==> src/hdl/flash_command_sequencer_core_defines.svh <==
// Assertion macros for the flash command sequencer.
// Used by flash_command_sequencer_core; depends on clk and rst_n being in scope.
`ifndef FLASH_COMMAND_SEQUENCER_CORE_DEFINES_SVH
`define FLASH_COMMAND_SEQUENCER_CORE_DEFINES_SVH

`ifndef SYNTHESIS
// implication check, sampled on clk, off during reset
`define FCS_ASSERT(lbl, prop, msg) \
    lbl: assert property (@(posedge clk) disable iff (!rst_n) prop) else $error(msg);
// condition that must never be seen
`define FCS_ASSERT_NEVER(lbl, expr, msg) \
    lbl: assert property (@(posedge clk) disable iff (!rst_n) !(expr)) else $error(msg);
`else
`define FCS_ASSERT(lbl, prop, msg)
`define FCS_ASSERT_NEVER(lbl, expr, msg)
`endif

`endif

==> src/hdl/fcs_pkg.sv <==
// Shared types and constants for the flash command sequencer.
// No dependencies.
package fcs_pkg;

    localparam int ADDR_BITS_DEF = 20;

    // command modes
    typedef enum logic [2:0] {
        CMD_NONE        = 3'd0,
        CMD_ID          = 3'd1,
        CMD_ERASE_SETUP = 3'd2,
        CMD_ERASE_BUSY  = 3'd3,
        CMD_PROGRAM     = 3'd4,
        CMD_UNKNOWN     = 3'd5
    } cmd_mode_t;

    // unlock progress
    localparam logic [1:0] STEP_IDLE     = 2'd0;
    localparam logic [1:0] STEP_FIRST    = 2'd1;
    localparam logic [1:0] STEP_UNLOCKED = 2'd2;

    // magic offsets and values
    localparam logic [31:0] OFF_UNLOCK_A = 32'h0000_AAAA;
    localparam logic [31:0] OFF_UNLOCK_B = 32'h0000_5554;
    localparam logic [31:0] VAL_UNLOCK_A = 32'h0000_00AA;
    localparam logic [31:0] VAL_UNLOCK_B = 32'h0000_0055;

    localparam logic [31:0] OP_ID_ENTRY    = 32'h0000_0090;
    localparam logic [31:0] OP_ID_EXIT     = 32'h0000_00F0;
    localparam logic [31:0] OP_ERASE_SETUP = 32'h0000_0080;
    localparam logic [31:0] OP_CHIP_ERASE  = 32'h0000_0010;
    localparam logic [31:0] OP_PROGRAM     = 32'h0000_00A0;

    localparam logic [31:0] ID_MANUF     = 32'h0000_00BF;
    localparam logic [31:0] ID_DEVICE    = 32'h0000_2781;
    localparam logic [31:0] STATUS_MASK  = 32'h0000_0040;

    localparam logic [31:0] OFF_ID_MANUF  = 32'd0;
    localparam logic [31:0] OFF_ID_DEVICE = 32'd2;

    // access sizes
    localparam logic [1:0] SIZE_BYTE = 2'd0;
    localparam logic [1:0] SIZE_HALF = 2'd1;

    // sequencer states
    typedef enum logic {
        SEQ_IDLE = 1'b0,
        SEQ_READ = 1'b1
    } seq_state_t;

    // command controller status toward the datapath
    typedef struct packed {
        cmd_mode_t mode;
        logic      program_write;
    } cmd_stat_t;

endpackage

==> src/hdl/fcs_cmd_ctrl.sv <==
// Unlock step and command mode tracking for the flash command set.
// Depends on fcs_pkg.
module fcs_cmd_ctrl (
    input  logic              clk,
    input  logic              rst_n,
    input  logic              wr_strobe,
    input  logic              rd_done,
    input  logic [31:0]       offset,
    input  logic [31:0]       wdata,
    output fcs_pkg::cmd_stat_t stat
);

    import fcs_pkg::*;

    logic [1:0] step_reg;
    logic [1:0] step_next;
    cmd_mode_t  mode_reg;
    cmd_mode_t  mode_next;
    logic       prog_wr;
    logic       hit_a;
    logic       hit_b;

    assign hit_a = (offset == OFF_UNLOCK_A);
    assign hit_b = (offset == OFF_UNLOCK_B);

    always_comb
    begin
        step_next = step_reg;
        mode_next = mode_reg;
        prog_wr   = 1'b0;
        if (wr_strobe)
        begin
            case (step_reg)
                STEP_IDLE:
                begin
                    if (hit_a && (wdata == VAL_UNLOCK_A))
                        step_next = STEP_FIRST;
                end
                STEP_FIRST:
                begin
                    step_next = (hit_b && (wdata == VAL_UNLOCK_B)) ? STEP_UNLOCKED : STEP_IDLE;
                end
                default:
                begin
                    if (hit_a)
                    begin
                        step_next = STEP_IDLE;
                        if (wdata == OP_ID_ENTRY)
                            mode_next = CMD_ID;
                        else if (wdata == OP_ID_EXIT)
                            mode_next = CMD_NONE;
                        else if (wdata == OP_ERASE_SETUP)
                            mode_next = CMD_ERASE_SETUP;
                        else if (wdata == OP_CHIP_ERASE)
                            mode_next = CMD_ERASE_BUSY;
                        else if (wdata == OP_PROGRAM)
                        begin
                            mode_next = CMD_PROGRAM;
                            step_next = STEP_UNLOCKED;
                        end
                        else
                            mode_next = CMD_UNKNOWN;
                    end
                    else if (mode_reg == CMD_ERASE_SETUP)
                    begin
                        mode_next = CMD_ERASE_BUSY;
                        step_next = STEP_IDLE;
                    end
                    else if (mode_reg == CMD_PROGRAM)
                        prog_wr = 1'b1;
                    else
                        step_next = STEP_IDLE;
                end
            endcase
        end
        else if (rd_done && (mode_reg inside {CMD_ERASE_BUSY, CMD_PROGRAM}))
        begin
            // status read ends the operation
            mode_next = CMD_NONE;
            step_next = STEP_IDLE;
        end
    end

    always_ff @(posedge clk or negedge rst_n)
    begin
        if (!rst_n)
        begin
            step_reg <= STEP_IDLE;
            mode_reg <= CMD_NONE;
        end
        else
        begin
            step_reg <= step_next;
            mode_reg <= mode_next;
        end
    end

    assign stat.mode          = mode_reg;
    assign stat.program_write = prog_wr;

endmodule

==> config.mk <==
export PLATFORM = sky130hd
export DESIGN_NAME = fcs_cmd_ctrl
export DESIGN_NICKNAME = d
export VERILOG_FILES = /design/src/hdl/flash_command_sequencer_core_defines.svh /design/src/hdl/fcs_pkg.sv /design/src/hdl/fcs_cmd_ctrl.sv
export SDC_FILE = /design/constraint.sdc
export NUM_CORES = 1
export LEC_CHECK = 0
export ABC_AREA = 1
export BUFFER_PORTS_ARGS = -buffer_cell sky130_fd_sc_hd__buf_2
export CORE_AREA = 2 2 51 53
export CTS_CLUSTER_SIZE = 24
export DETAILED_ROUTE_END_ITERATION = 16
export DIE_AREA = 0 0 53 55
export PLACE_DENSITY = 0.79
export REMOVE_ABC_BUFFERS = 1
export SYNTH_ARGS = -nofsm -noshare
export SYNTH_HDL_FRONTEND = slang
export SYNTH_SLANG_ARGS = --single-unit
==> constraint.sdc <==
create_clock -name clk -period 1.57 [get_ports clk]
set_clock_uncertainty 0.1 [all_clocks]
set_input_delay 0 -clock clk [delete_from_list [all_inputs] [get_ports clk]]
set_output_delay 0 -clock clk [all_outputs]
set_load 0.02 [all_outputs]
# Word level (Yosys, flattened, before mapping)
# Cells that the tools add are included.
[word_totals] register_bits=5 latch_bits=0 ramBits=0 romBits=0 input_bits=68 out_inout_bits=4 wordCells=56 mem_count=0
[classes] n_addsub=0 n_mul=0 div=0 magnitude_cmp=0 n_eq_ne=17 shifts=0 muxes=28 bitwise_logic=0 reduce_logical=9
[op_table] cell="32-bit by 8-bit equality test with 1-bit output, second input constant" n=5
[op_table] cell="32-bit by 15-bit equality test with 1-bit output, second input constant" n=1
[op_table] cell="32-bit by 16-bit equality test with 1-bit output, second input constant" n=1
[op_table] cell="32-bit by 5-bit equality test with 1-bit output, second input constant" n=1
[op_table] cell="32-bit by 7-bit equality test with 1-bit output, second input constant" n=1
[op_table] cell="3-bit two-way mux" n=9
[op_table] cell="2-bit two-way mux" n=12
[op_table] cell="3-bit by 2-bit equality test with 1-bit output, second input constant" n=2
[op_table] cell="1-bit two-way mux" n=6
[op_table] cell="6-bit by 4-bit != test with 1-bit output, second input constant" n=1
[op_table] cell="3-bit AND reduction" n=2
[op_table] cell="2-bit case mux with 2 select lines" n=1
[op_table] cell="2-bit nonzero test" n=2
[op_table] cell="3-bit equality test, second input constant" n=1
[op_table] cell="1-bit logical AND" n=3
[op_table] cell="3-bit by 1-bit != test with 1-bit output, second input constant" n=1
[op_table] cell="3-bit != test, second input constant" n=1
[op_table] cell="2-bit by 1-bit equality test with 1-bit output, second input constant" n=1
[op_table] cell="2-bit zero test" n=1
[op_table] cell="2-bit != test, second input constant" n=1
[op_table] cell="2-bit OR reduction" n=1

# Longest topological paths before layout
[depth] ltp_word=9 mapped_depth=12 ltp_nobuf=12

# Worst setup path before layout
# OpenSTA, ideal clock, no wires.
[synth_timing] path_kind="register to register" startpoint="register mode_reg[0]" endpoint="register mode_reg[1]" t_arrival_ns=1.187 required_ns=1.348 path_slack_ns=0.162 stages_incl_launch_ff=8 period_less_slack_ns=1.408 cell_sequence="dfrtp_1 > o21ai_0 > nand3_1 > nand2_1 > o21a_1 > nand2_1 > nand2_1 > o21ai_1"
[synth_between] elab_chain_len=5 elab_cells_between_ends=8
[synth_rtl] element="start: declaration" line="fcs_cmd_ctrl.sv:17" text="cmd_mode_t mode_reg;"
[synth_rtl] element="start signal: assignment" line="fcs_cmd_ctrl.sv:94" text="mode_reg <= mode_next;"
[synth_rtl] element="3-bit by 2-bit equality test with 1-bit output / 3-bit equality test (equally long branches)" line="fcs_cmd_ctrl.sv:76" text="else if (rd_done && (mode_reg inside {CMD_ERASE_BUSY, CMD_PROGRAM}))"
[synth_rtl] element="2-bit nonzero test" line="fcs_cmd_ctrl.sv:76"
[synth_rtl] element="1-bit logical AND" line="fcs_cmd_ctrl.sv:76"
[synth_rtl] element="2-bit nonzero test (no source line)"
[synth_rtl] element="3-bit AND reduction (no source line) *"
# Mark *: on every way between the ends. The rest lies on a longest branch, timed or not.
# A chain may end at the register's enable or synchronous reset.

==> impl_metrics.yaml <==
status:
  status: "finished clean"
sta:
  setup_violations: 0
  worst_pin_slew_ns: 0.278
  hold_viol_final: 0
  hold-worst-slack_ns: 0.114
  rsz0062_at_grt: "no"
  relSlewSlack_pct: 81.3
  setup_ws_ns: 0.0902
  tns_ns: 0
  period_share_pct: 94.3
  min_period_ns: 1.48
  slew_viol_final: 0
  fmax_ghz: 0.676
synthesis:
  ys_seq_area_share_pct: 14.2
  synth_top_area_share_pct: 20.8
  syn_area_um2: 883
  synth-seq-cells: 5
  synth_common_cells: "49 x nor2_1, 48 x nand2_1, 20 x inv_1, 12 x nand3_1, 7 x nand4_1"
  yosysWarnings: 0
  yosysUniqueCellTypes: 23
  synth_cells: 171
  async_flop_share_pct: 100
  syn_area_per_cell_um2: 5.17
  synthFlopType: "dfrtp_1"
  synth.most_common_cell: "nor2_1"
  yosysTopAreaCell: "nor2_1"
  synth-edff-count: 0
  ys_top_cells_by_area: "nor2_1 21%, nand2_1 20%, dfrtp_1 14%"
global_routing:
  first_global_vias: 1010
  antenna_found_initial: 0
  grt-ovfl-total: 0
  track_usage_pct: 16.1
  grt_start_max_net_pins: 7
  grt_pass1_wl_mm: 3.63
worst_setup_path:
  rr_worst_depth: 7
  critical_path_buf_inv_count: 2
  crit_family: "simple AND/OR/NAND/NOR gates"
  worstPathArrival_ns: 1.38
  cp-start-kind: "flop"
  end_kind: "output pin"
  path_cells: "nor4_2, nand3_2, inv_1, buf_2"
  crit_path_max_fanout: 6
  path_class: "reg2out"
  critPathMaxStageDelay_ns: 0.44
  cpMaxStageDelayCell: "dfrtp_1"
  crit_cells: 4
  required_ns: 1.47
placed_design:
  numPortBuffers: 71
  gp_congestion: 0.806
  place_area_um2: 1270
  placed_cells: 271
  dp_slack_ns: 0.133
  dpl.hpwl_mm: 1.91
pwr:
  total_power_uw: 745
  ir_worst_vdd_mv: 0.511
  p_per_area_nw_per_um2: 559
  p_leak_nw: 0.708
clock_network:
  clock-sinks: 5
  cts-root-buf: "clkbuf_4"
  clock_path_buffers: 2
  cts_tree: "built"
  clkTransAtPathRegs_ns: 0.05
  clk_latency_ns: 0.25
  htreeDepth: 1
  post_cts_buffers: 0
  cts_buffers: 3
worst_hold_path:
  hp-class: "in2reg"
  holdPathStages: 5
layout:
  final.fill_count: 274
  multi_input_area_um2: 678
  seqCellArea_um2: 125
  fin_area_um2: 1330
  syn_to_final_growth_pct: 50.7
  diodes: 0
  largest_reg_flops: 3
  post-route-util_pct: 56.3
  drive_gt1_share_pct: 37.1
  stdcell_count: 278
  fin_nets: 317
floorplan:
  core-area_um2: 2360
  io_pins: 72
  die_height_um: 55
  row_count: 18
  fp.dieArea_um2: 2920
  start_util_pct: 37.4
  die_x_um: 53
job:
  maxCapViolCount: 0
routing:
  wl_per_cell_um: 7.79
  avgViaCountPerCell: 4.45
  drt-total-wl_mm: 2.17
  drc: 0
  ant_nets: 0
  dr.pass1.iters: 4
  vias: 1238
  drtIter0Drc: 4
-- final cells by class --
class                      count  area share, %
clock buffer                   4           1.97
sequential                     5           9.40
inverter                      21           5.92
multi-input combinational    144           50.9
tap                           30           2.82
timing repair buffer          74           28.9
-- report_power, final --
part           total [mW]  switching [mW]  internal [mW]
registers           0.237          0.0638          0.173
clock network       0.158          0.0615         0.0966
logic               0.350           0.185          0.165
-- logic make-up (layout without fill, tap and decap cells) --
group                  Yosys count  count (layout)  synth area share (%)
buffers and inverters           22              99                  9.77
DFF                              5               5                  14.2
AOI/OAI and AO/OA                6               6                  4.11
and+or+nand+nor                138             138                  72.0
-- final timing paths --
path                                  start           to  slack [ns]
worst min-delay path                rd_done  step_reg[0]        0.11
worst max register to register  mode_reg[0]  mode_reg[1]        0.15
worst min register to register  step_reg[0]  step_reg[0]        0.41
worst max-delay path            mode_reg[0]      stat[0]        0.09
max in group asynchronous             rst_n  step_reg[1]        0.60
min in group asynchronous             rst_n  mode_reg[1]        0.57
-- worst reg2reg max path: stages (launching register included) --
cell	delay (ns)
dfrtp_1	0.44
o21ai_1	0.17
nand3_1	0.09
nand2_1	0.14
o21a_1	0.17
nand2_1	0.09
nand2_1	0.06
o21ai_1	0.06
-- metal layers --
layer	global-route usage, %	vias to the layer above	wire length, µm
li1	-	688	-
met1	18.6	505	910
met2	30.4	41	1040
met3	0.806	4	171
met4	7.69	0	43
met5	0	-	0
-- what timing repair did --
item	4_1_cts	5_1_grt
gates resized for setup	0	2
hold endpoints to repair	8	0
endpoints found under the setup margin	0	2
hold buffers	3	0
-- placed cells by master (no fill, tap or decap) --
master	count
nand3_2	5
nand2_2	2
nor2_4	1
nor2b_1	1
clkbuf_1	1
nand3_1	12
nand2_1	48
nand2_4	1
nor2_2	6
buf_2	71
dfrtp_1	5
o21ai_1	4
nand4_1	7
clkinv_1	1
nand3b_1	1
dlygate4sd3_1	3
nor4_2	1
or2_1	1
clkbuf_4	3
nor2_1	49
inv_1	20
nor3_1	2
nor2b_2	1
o21a_1	1
o21ai_2	1
Power figures use the tool's default switching activity.
